## src/rtl/bthalloc_ram.sv

```systemverilog
// bthalloc_ram.sv: generic single write, single read ram with registered read data
`timescale 1ns / 1ps
module bthalloc_ram #(
    parameter int WIDTH = 8,
    parameter int DEPTH = 16
) (
    input  logic                                   i_clk,
    input  logic                                   i_we,
    input  logic [((DEPTH > 1) ? $clog2(DEPTH) : 1)-1:0] i_waddr,
    input  logic [WIDTH-1:0]                       i_wdata,
    input  logic [((DEPTH > 1) ? $clog2(DEPTH) : 1)-1:0] i_raddr,
    output logic [WIDTH-1:0]                       o_rdata
);

    logic [WIDTH-1:0] r_mem [DEPTH];
    logic [WIDTH-1:0] r_rdata;

    // write port and registered read port
    always_ff @(posedge i_clk) begin
        if (i_we) begin
            r_mem[i_waddr] <= i_wdata;
        end
        r_rdata <= r_mem[i_raddr];
    end

    assign o_rdata = r_rdata;

endmodule

```

## config.mk

```make
export PLATFORM = sky130hd
export DESIGN_NAME = bthalloc_ram
export DESIGN_NICKNAME = d
export VERILOG_FILES = /design/src/rtl/bthalloc_ram.sv
export SDC_FILE = /design/constraint.sdc
export NUM_CORES = 1
export LEC_CHECK = 0
export ABC_AREA = 0
export BUFFER_PORTS_ARGS = -buffer_cell sky130_fd_sc_hd__clkbuf_2
export CAP_MARGIN = 5
export CORE_MARGIN = 4
export CORE_UTILIZATION = 60
export DETAILED_ROUTE_END_ITERATION = 10
export HOLD_SLACK_MARGIN = 0.12
export MAX_ROUTING_LAYER = met4
export PLACE_DENSITY = 0.74
export SLEW_MARGIN = 40
export SYNTH_ARGS = -nofsm -noshare
export SYNTH_HDL_FRONTEND = slang
export SYNTH_SLANG_ARGS = --single-unit
```

## constraint.sdc

```tcl
create_clock -name i_clk -period 2.55 [get_ports i_clk]
set_input_delay 0.51 -clock i_clk [delete_from_list [all_inputs] [get_ports i_clk]]
set_output_delay 0.51 -clock i_clk [all_outputs]
set_load 0.1 [all_outputs]
```

# Yosys cells after proc, flatten, opt, wreduce, memory -nomap -nowiden
# Memory sizes are Yosys's and may differ from the RTL's. A register that Yosys moved wholly into a read port is not among the register bits.
# Index checks and enable logic that the tools add are counted.
dict set report totals {
  mem_count 1
  word_cells 3
  input_bits 18
  ff_bits 0
  output_inout_bits 8
  ramBits 128
}
dict set report op_classes {
  n_mux 2
}
# memory words word_bits read_ports rd_ports_with_merged_regs write_ports line_no
set memory_table {}
lappend memory_table {r_mem 16 8 1 1 1 15} ;# logic [WIDTH-1:0] r_mem [DEPTH];
# cell count
set ops {}
lappend ops {{$mux 1} 2}

# Depth between registers and ports, before layout
# Gate-level depths: netlist of the first run.
dict set report logic_depth {
  ltp_word 2
  ltp_mapped 5
  depth_no_buf 3
}

# Least setup slack after synthesis of the first run
# Ideal clock, no wire load.
dict set report synth_path {
  kind {input to register}
  from {input port i_waddr[2] (netlist name)}
  to {memory r_mem[0][0] (enable)}
  path_buffers 0
  path_slack_ns 0.547
  arrival_ns 1.620
  setup_time_ns 0.383
  t_required_ns 2.167
  stages 2
  path_cell_list {or3b_2 -> nor3_1}
}
# element line_no
set synth_lines {}
lappend synth_lines {{start: declaration} 9} ;# input logic [((DEPTH > 1) ? $clog2(DEPTH) : 1)-1:0] i_waddr,
lappend synth_lines {{end: declaration} 15}
# No word-level cell before the write port.

# Final worst setup path of the first run
dict set report layout_path {
  from {register r_rdata[2] (netlist: o_rdata[2]) (read register of r_mem)}
  to {output port o_rdata[2]}
}
# element line_no
set layout_lines {}
lappend layout_lines {{start: declaration} 16} ;# logic [WIDTH-1:0] r_rdata;
lappend layout_lines {{end: declaration} 12} ;# output logic [WIDTH-1:0] o_rdata
# No word-level cell between the ends.

==> results of run 1 <==
## logic make-up (layout without fill, tap and decap cells)
kind of cell | after synthesis | after routing | share of synthesized area
flops | 136 | 136 | 0.778
buf+inv | 10 | 76 | 0.0168
simple gates | 35 | 35 | 0.0318
compound gates | 16 | 16 | 0.0233
mux | 32 | 32 | 0.150
## final cells by class
| class | instances | share of cell area |
|---|---|---|
| clock buffer | 18 | 0.0685 |
| clock inverter | 14 | 0.0322 |
| multi-input combinational | 83 | 0.173 |
| sequential | 136 | 0.656 |
| tap | 105 | 0.0215 |
| timing repair buffer | 44 | 0.0480 |
## layer usage
| metal | share of wire | vias to the layer above | global-route usage |
|---|---|---|---|
| met5 | 0 | - | - |
| met4 | 0.0085 | 0 | 0.0528 |
| met3 | 0.088 | 12 | 0.0678 |
| met2 | 0.49 | 141 | 0.333 |
| met1 | 0.41 | 1285 | 0.320 |
| li1 | - | 1084 | - |
## stage by stage
stage	setup slack, ns	instances
2_1_floorplan	0.547	229
3_3_place_gp	0.465	368
3_5_place_dp	0.431	368
4_1_cts	0.649	400
5_1_grt	0.638	400
6_report	0.703	400
## synthesized netlist by cell type
cell,number,share of area
mux4_1,14,0.071
buf_2,3,0.0029
nand2_1,9,0.0066
a22oi_1,16,0.023
nand2b_1,2,0.0024
dfxtp_1,8,0.031
mux4_2,18,0.079
nand3b_1,2,0.0029
nand3_1,1,0.00097
nor2_1,13,0.0095
or3b_2,1,0.0017
buf_6,3,0.0066
and2b_1,1,0.0015
buf_4,1,0.0015
edfxtp_1,128,0.75
clkdlybuf4s25_2,3,0.0058
and2_1,1,0.0012
nor3_1,4,0.0039
nor2b_1,1,0.0012
## power by group through the flow
stage / Combinational (W) / Sequential (W) / Clock, W
detailed placement: 0.000334 / 0.00256 / 0
global route: 0.000355 / 0.00252 / 0.00265
CTS: 0.000339 / 0.00252 / 0.00251
finish: 0.000338 / 0.00252 / 0.00249
floorplan: 0.000127 / 0.00267 / 0
global placement: 0.000330 / 0.00256 / 0
## registers in the layout, summed over array words and instances, names as in the netlist
name,flops
r_mem,128
o_rdata,8
## worst paths after layout
check | to | startpoint | cells after the start
setup / recovery | o_rdata[2] | o_rdata[2] | 1
hold / removal | r_mem[1][4] | i_wdata[4] | 1
setup reg to reg | o_rdata[2] | r_mem[9][2] | 3
hold reg to reg | o_rdata[6] | r_mem[10][6] | 3
## worst register-to-register path: stages, from the launching register on
cell	delay (ns)
edfxtp_1	0.37
mux4_1	0.50
a22oi_1	0.28
nand2_1	0.10
==> run summary, run 1 <==
Dpl cell area - 5490 sq um
First-pass GRT wire length - 15.4 mm
Sw Ratio - 0.215
Post-route minimum period - 1.85 ns
Worst Path Max Fanout - 1
Status - completed
Clk sinks - 136
Clock skew - 0.00588 ns
Max cap viols - 0
Critical path arrival - 1.34 ns
WP buf/inv - 1
Family with the most delay on the worst path - buffers and inverters
Core footprint - 8300 sq um
Rel. slew slack - 0.501
Mapped Area - 5150 sq um
Iter 0 DRT Violations - 223
Crit share post-route - 0.724
Initial antenna violation count - 0
Syn Nets - 247
CTS H-Tree Depth - 4
Filler cells - 468
Synth Area per Inst - 22.5 sq um
Startpoint types - register
DRC Markers - 0
Skew-Pair Late Insertion Delay - 0.51 ns
Final hold slack - 0.414 ns
Combinational power share - 0.063
Max VDD drop - 0.778 mV
Final hold viol count - 0
Site Rows - 33
Clock network power share - 0.466
Final core occ - 0.735
Layout cells sized above 1 - 0.319
WL/cell - 25.3 um
Port Buf Inserts - 25
Worst setup EP type - output port
Pleak - 2.10 nW
Synth cell types - 19
Unrepaired setup endpoints after global routing - no
CTS root buf - clkbuf_8
Slew Viols, Final - 0
Final setup TNS - 0 ns
P_int - 0.00419 W
Maximum clock frequency - 541 MHz
Register Area - 4000 sq um
Area Overhead vs Synth - 18.5%
Post-Syn Instances - 229
Initial Util - 0.620
Critical path class - register to output port
# diodes - 0
Critical Path, Cell by Cell - clkbuf_2
Seq/Total Area, Yosys - 0.778
Slew at the pin closest to its max-slew limit - 0.747 ns
Synth warn - 0
Final ANT Viol Nets - 0
Total number of vias - 2522
PD cells - 876 nW/um^2
Post CTS Setup Buffer Count - 0
Register share of total power - 0.471
Worst R2R Setup Slack - 1.17 ns
TritonCTS clock tree - yes
Die W - 101 um
Finish-stage setup viols - 0
Routed wire length - 10.1 mm
Final nets - 300
Total power - 0.00535 W
Via/cell ratio - 6.31
Post-CTS sizing - 0
Most frequent cells in the layout - edfxtp_1, clkbuf_2, mux4_2
NetSw - 0.00115 W
Crit-path max cell delay - 0.47 ns
Drt pass-1 iters - 5
Worst-path clk slew - 0.06 ns
Most common library cell in the layout ignoring fill and taps - edfxtp_1
Largest net degree at the start of global routing - 33
Max clock buf depth - 2
Synthesized flop and latch total - 136
IO Pins - 26
Vias in the first global route - 2466
Routability-driven placement congestion ratio - 0.761
Die height - 101 um
Final instance area - 6100 sq um
HPWL Detailed - 5.94 mm
Total track usage - 0.227
Multi-input gate area - 1060 sq um
Tightest Hold Check Type - input port to register
Critical Path RT - 2.04 ns
CTS Buf Count - 17
Total congestion overflow - 0
Cts hold-fix bufs - 0
Die area - 10100 sq um
Max stage delay cell, worst path - clkbuf_2
Note: power is estimated with default switching activity, not from simulation.
==> run 2: changes to the inputs <==
--- a/config.mk
+++ b/config.mk
@@ -5,15 +5,15 @@
 export SDC_FILE = /design/constraint.sdc
 export NUM_CORES = 1
 export LEC_CHECK = 0
-export ABC_AREA = 0
+export ABC_AREA = 1
 export BUFFER_PORTS_ARGS = -buffer_cell sky130_fd_sc_hd__clkbuf_2
 export CAP_MARGIN = 5
 export CORE_MARGIN = 4
-export CORE_UTILIZATION = 60
+export CORE_UTILIZATION = 61
 export DETAILED_ROUTE_END_ITERATION = 10
 export HOLD_SLACK_MARGIN = 0.12
 export MAX_ROUTING_LAYER = met4
-export PLACE_DENSITY = 0.74
+export PLACE_DENSITY = 0.75
 export SLEW_MARGIN = 40
 export SYNTH_ARGS = -nofsm -noshare
 export SYNTH_HDL_FRONTEND = slang
==> constraint.sdc (replaced) <==
create_clock -name i_clk -period 1.9 [get_ports i_clk]
set_input_delay 0.38 -clock i_clk [delete_from_list [all_inputs] [get_ports i_clk]]
set_output_delay 0.38 -clock i_clk [all_outputs]
set_load 0.1 [all_outputs]
==> run 2 against run 1 <==
Setup slack got worse by 0.54 ns. First-iteration DRC count grew 35%. Register-to-register slack got worse by 0.35 ns. Clock power rose by 24%. Largest power group unchanged.
==> run summary, run 2 <==
Final hold viol count - 0 (unchanged)
Skew-Pair Late Insertion Delay - 0.52 ns (about the same)
Critical path arrival - 1.36 ns (+0.02 ns)
Unrepaired setup endpoints after global routing - no
Register share of total power - 0.481 (+0.010)
CTS Buf Count - 17 (unchanged)
Clock skew - 0.00810 ns (+0.00222 ns)
Total number of vias - 3877 (+54%)
Routed wire length - 12.6 mm (+24%)
Synth Area per Inst - 10.5 sq um (-53%)
Crit share post-route - 0.915
Family with the most delay on the worst path - buffers and inverters
Startpoint types - register
Critical path class - register to output port
Final ANT Viol Nets - 0 (unchanged)
Post-CTS sizing - 0 (unchanged)
Crit-path max cell delay - 0.47 ns (about the same)
Post-synth ARST share - 0 (unchanged)
Layout cells sized above 1 - 0.133 (-0.185)
Die area - 11100 sq um (+9.4%)
Mapped Area - 5770 sq um (+12%)
WL/cell - 17.1 um (-33%)
Area share of the largest cell type after synthesis - 0.667 (-0.0802)
# diodes - 0 (unchanged)
Port Buf Inserts - 25 (unchanged)
Final nets - 613 (+100%)
Iter 0 DRT Violations - 302 (+35%)
Max cap viols - 0 (unchanged)
Post-synth top cells - nand2_1, edfxtp_1, inv_1
Largest net degree at the start of global routing - 33 (unchanged)
Cts hold-fix bufs - 0 (unchanged)
XOR/XNOR Fraction of Synth Area - 0 (unchanged)
Status - completed
Multiplexer area fraction after synthesis - 0 (-0.150)
Combinational power share - 0.078 (+0.015)
Register Area - 4000 sq um (unchanged)
Post-Syn Instances - 551 (+140%)
Finish-stage setup viols - 0 (unchanged)
Die height - 105 um (+4.6%)
Final core occ - 0.719 (-0.0158)
Post CTS Setup Buffer Count - 0 (unchanged)
Compound-Gate Fraction of Synth Area - 0 (-0.0233)
Slew Viols, Final - 0 (unchanged)
Die W - 105 um (+4.6%)
Drt pass-1 iters - 5 (unchanged)
DRC Markers - 0 (unchanged)
Largest cells by area after synthesis - edfxtp_1, nand2_1, nand3_1
Filler cells - 642 (+37%)
Post-route minimum period - 1.74 ns
Top-count cell post-synth - nand2_1
PD cells - 1060 nW/um^2 (+21%)
Slew at the pin closest to its max-slew limit - 0.550 ns (-0.197 ns)
Clk sinks - 136 (unchanged)
Total track usage - 0.250 (+0.0238)
Rel. slew slack - 0.635 (+0.134)
HPWL Detailed - 7.55 mm (+27%)
Max stage delay cell, worst path - clkbuf_2
Multi-input gate area - 1210 sq um (+15%)
CTS root buf - clkbuf_8
Post-synth EDFFs - 128 (unchanged)
Pleak - 2.92 nW (+39%)
Most frequent cells in the layout - nand2_1, edfxtp_1, inv_1
IO Pins - 26 (unchanged)
Largest family of logic cells by synthesized area - simple AND/OR/NAND/NOR gates
CTS H-Tree Depth - 4 (unchanged)
Via/cell ratio - 5.26 (-17%)
Max reg flops - 128 (unchanged)
Seq/Total Area, Yosys - 0.694 (-0.0835)
Adder-cell share of the synthesized area - 0 (unchanged)
Initial Util - 0.624 (+0.00387)
Max clock buf depth - 2 (unchanged)
NetSw - 0.00168 W (+46%)
WP buf/inv - 1 (unchanged)
Area Overhead vs Synth - 15.2%
TritonCTS clock tree - yes
Critical Path, Cell by Cell - clkbuf_2
Worst setup EP type - output port
Vias in the first global route - 3857 (+56%)
Synth cell types - 12 (-7)
Sw Ratio - 0.239 (+0.0239)
Initial antenna violation count - 0 (unchanged)
Tightest Hold Check Type - input port to register
Site Rows - 35 (+6.1%)
Syn Nets - 569 (+130%)
Core footprint - 9240 sq um (+11%)
First-pass GRT wire length - 20.1 mm (+31%)
Leading area contributor after synthesis - edfxtp_1
Final setup TNS - 0 ns (unchanged)
Synthesized flop and latch total - 136 (unchanged)
Maximum clock frequency - 575 MHz
Cell count along the critical path - 1 (unchanged)
Largest register by flop count - r_mem
Worst Path Max Fanout - 1 (unchanged)
Most used DFF post-synth - edfxtp_1
P_int - 0.00534 W (+27%)
Routability-driven placement congestion ratio - 0.838 (+10%)
Critical Path RT - 1.52 ns (-0.52 ns)
Worst-path clk slew - 0.06 ns (about the same)
Total congestion overflow - 0 (unchanged)
Worst r2r path cells - 6 (+3)
Max VDD drop - 0.771 mV (-0.95%)
Synth warn - 0 (unchanged)
Most common library cell in the layout ignoring fill and taps - nand2_1
Clock network power share - 0.441 (-0.025)
Simple-Gate Fraction of Synth Area - 0.210 (+0.179)
Hold Crit Depth - 3 (+2)
==> run 2: final cells by class <==
cell class | instances | area share
clock buffer | 17 | 0.0623
tap | 129 | 0.0243
sequential | 136 | 0.603
multi-input combinational | 289 | 0.183
clock inverter | 15 | 0.0228
inverter | 102 | 0.0576
timing repair buffer | 49 | 0.0478
==> run 2: routing by layer <==
metal	part of all wire	up-vias	global-route usage	routed length (um)
li1	-	1860	-	-
met1	0.38	1811	0.317	4820
met5	0	-	-	0
met3	0.085	25	0.0514	1070
met4	0.019	0	0.0956	238
met2	0.51	181	0.403	6440
==> run 2: path summary, 6_finish.rpt <==
| check | to | start | slack, ns |
|---|---|---|---|
| hold / removal | o_rdata[3] | i_raddr[3] | 0.25 |
| hold reg to reg | o_rdata[3] | r_mem[15][3] | 0.67 |
| setup / recovery | o_rdata[7] | o_rdata[7] | 0.16 |
| setup reg to reg | o_rdata[6] | r_mem[0][6] | 0.82 |
==> run 2: cells by family after synthesis <==
| family | Yosys count |
|---|---|
| AND/OR/NAND/NOR | 289 |
| buffers and inverters | 126 |
| flip-flops | 136 |
==> run 2: metrics by stage <==
step	worst slack [ns]	cell area (sq um)	power (W)	hold WS, ns	instances
3_5_place_dp	0.376	6080	0.00398	0.641	705
6_report	0.161	6650	0.00702	0.254	737
2_1_floorplan	0.569	5770	0.00381	0.479	551
5_1_grt	0.115	6650	0.00725	0.257	737
3_3_place_gp	0.389	6080	0.00397	0.631	705
4_1_cts	0.131	6650	0.00705	0.253	737
==> run 2: power groups by stage <==
| stage | registers (W) | logic [W] | clock network, W |
|---|---|---|---|
| after floorplan | 0.00357 | 0.000237 | 0 |
| after global placement | 0.00344 | 0.000533 | 0 |
| after global routing | 0.00338 | 0.000594 | 0.00328 |
| after CTS | 0.00338 | 0.000550 | 0.00313 |
| after detailed placement | 0.00344 | 0.000544 | 0 |
| final | 0.00338 | 0.000549 | 0.00310 |
==> run 3: changes to the inputs <==
--- a/config.mk
+++ b/config.mk
@@ -14,6 +14,7 @@
 export HOLD_SLACK_MARGIN = 0.12
 export MAX_ROUTING_LAYER = met4
 export PLACE_DENSITY = 0.75
+export SETUP_SLACK_MARGIN = 0.4
 export SLEW_MARGIN = 40
 export SYNTH_ARGS = -nofsm -noshare
 export SYNTH_HDL_FRONTEND = slang
==> run 3 against run 2 <==
Sequential cell count is the same. Setup slack gained 0.28 ns. Sequential share of layout area shrank 0.90 points. Global-route usage is essentially flat. Routed wire length grew 0.62%. Power grew 0.84%. Hold slack gained 0.0069 ns. Critical path type unchanged. Maximum frequency grew 19%. Sequential power is essentially flat. Combinational power grew 9.1%.
==> run summary, run 3 (same netlist as run 2, synthesis figures left out) <==
Status - completed
Finish-stage setup viols - 0 (unchanged)
Startpoint types - register
Critical path class - register to output port
Critical Path, Cell by Cell - clkbuf_16
Core footprint - 9240 sq um (unchanged)
Final setup TNS - 0 ns (unchanged)
Max clock buf depth - 2 (unchanged)
Drt pass-1 iters - 5 (unchanged)
Die area - 11100 sq um (unchanged)
Site Rows - 35 (unchanged)
Worst setup EP type - output port
IO Pins - 26 (unchanged)
Skew-Pair Late Insertion Delay - 0.51 ns (about the same)
Initial Util - 0.624 (unchanged)
Max VDD drop - 0.771 mV (about the same)
First-pass GRT wire length - 20.2 mm (+0.20%)
Final ANT Viol Nets - 0 (unchanged)
Final hold viol count - 0 (unchanged)
WP buf/inv - 1 (unchanged)
Clock skew - 0.00719 ns (-0.000908 ns)
Crit-path max cell delay - 0.37 ns (-0.10 ns)
Max reg flops - 128 (unchanged)
Total congestion overflow - 0 (unchanged)
Worst Path Max Fanout - 1 (unchanged)
Tightest Hold Check Type - input port to register
CTS H-Tree Depth - 4 (unchanged)
Filler cells - 629 (-2.0%)
Crit share post-route - 0.766 (-0.149)
Rel. slew slack - 0.727 (+0.0923)
Slew at the pin closest to its max-slew limit - 0.409 ns (-0.141 ns)
Largest net degree at the start of global routing - 33 (unchanged)
Routed wire length - 12.6 mm (+0.62%)
TritonCTS clock tree - yes
Port Buf Inserts - 25 (unchanged)
Max stage delay cell, worst path - dfxtp_4
Die W - 105 um (unchanged)
Final nets - 613 (unchanged)
Area Overhead vs Synth - 17.2%
Initial antenna violation count - 0 (unchanged)
PD cells - 1050 nW/um^2 (-0.83%)
HPWL Detailed - 7.55 mm (unchanged)
Critical Path RT - 1.52 ns (about the same)
Total number of vias - 3872 (-0.13%)
Slew Viols, Final - 0 (unchanged)
Total track usage - 0.251 (about the same)
CTS root buf - clkbuf_8
Layout cells sized above 1 - 0.138 (+0.00493)
Iter 0 DRT Violations - 299 (-0.99%)
CTS Buf Count - 17 (unchanged)
Post-route minimum period - 1.46 ns (-0.283 ns)
Unrepaired setup endpoints after global routing - no
Worst-path clk slew - 0.06 ns (about the same)
Via/cell ratio - 5.25 (-0.13%)
Pleak - 2.95 nW (+1.4%)
Routability-driven placement congestion ratio - 0.838 (unchanged)
Post CTS Setup Buffer Count - 0 (unchanged)
Clk sinks - 136 (unchanged)
Most frequent cells in the layout - nand2_1, edfxtp_1, inv_1
Total power - 0.00708 W (+0.84%)
Die height - 105 um (unchanged)
Most common library cell in the layout ignoring fill and taps - nand2_1
Family with the most delay on the worst path - flip-flops
# diodes - 0 (unchanged)
Largest register by flop count - r_mem
WL/cell - 17.2 um (+0.62%)
DRC Markers - 0 (unchanged)
Max cap viols - 0 (unchanged)
Vias in the first global route - 3856 (-0.026%)
Maximum clock frequency - 687 MHz (+19%)
Critical path arrival - 1.08 ns (-0.28 ns)
==> run 3: path summary, 6_finish.rpt <==
check                                   to  cells after the start          from  slack (ns)
worst max-delay path            o_rdata[7]                      1    o_rdata[7]        0.44
worst min-delay path            o_rdata[7]                      3    i_raddr[3]        0.26
worst max register to register  o_rdata[6]                      6   r_mem[0][6]        0.81
worst min register to register  o_rdata[3]                      6  r_mem[15][3]        0.68
==> run 3: area by class of cell <==
type | count | area (sq um) | share of cell area
clock buffers | 17 | 414 | 0.0613
repair buffers | 49 | 423 | 0.0626
well taps | 129 | 161 | 0.0239
inverters | 102 | 383 | 0.0567
clock inverters | 15 | 151 | 0.0224
flip-flops and latches | 136 | 4010 | 0.594
multi-input cells | 289 | 1210 | 0.180
==> run 3: power by group <==
part	switching, W	internal [W]	total (W)
registers	0.0000274	0.00336	0.00338
logic	0.000429	0.000170	0.000599
clock network	0.00123	0.00186	0.00310
==> run 3: per-layer routing <==
layer / track usage / up-vias / routed length (um)
li1: - / 1860 / -
met1: 0.318 / 1792 / 4940
met2: 0.402 / 192 / 6320
met3: 0.0496 / 28 / 1100
met4: 0.100 / 0 / 293
met5: - / - / 0
==> run 3: timing repair <==
item	CTS	global route
gates resized for setup	22	2
endpoints found under the setup margin	8	2
hold buffers	0	0
==> run 3: per-stage QoR <==
stage	instances	area (sq um)	utilization	hold slack [ns]	setup slack [ns]
global placement	705	6080	0.658	0.631	0.389
global route	737	6760	0.731	0.257	0.403
detailed placement	705	6080	0.658	0.641	0.376
finish	737	6760	0.731	0.261	0.444
CTS	737	6750	0.731	0.252	0.409
floorplan	551	5770	-	0.479	0.569
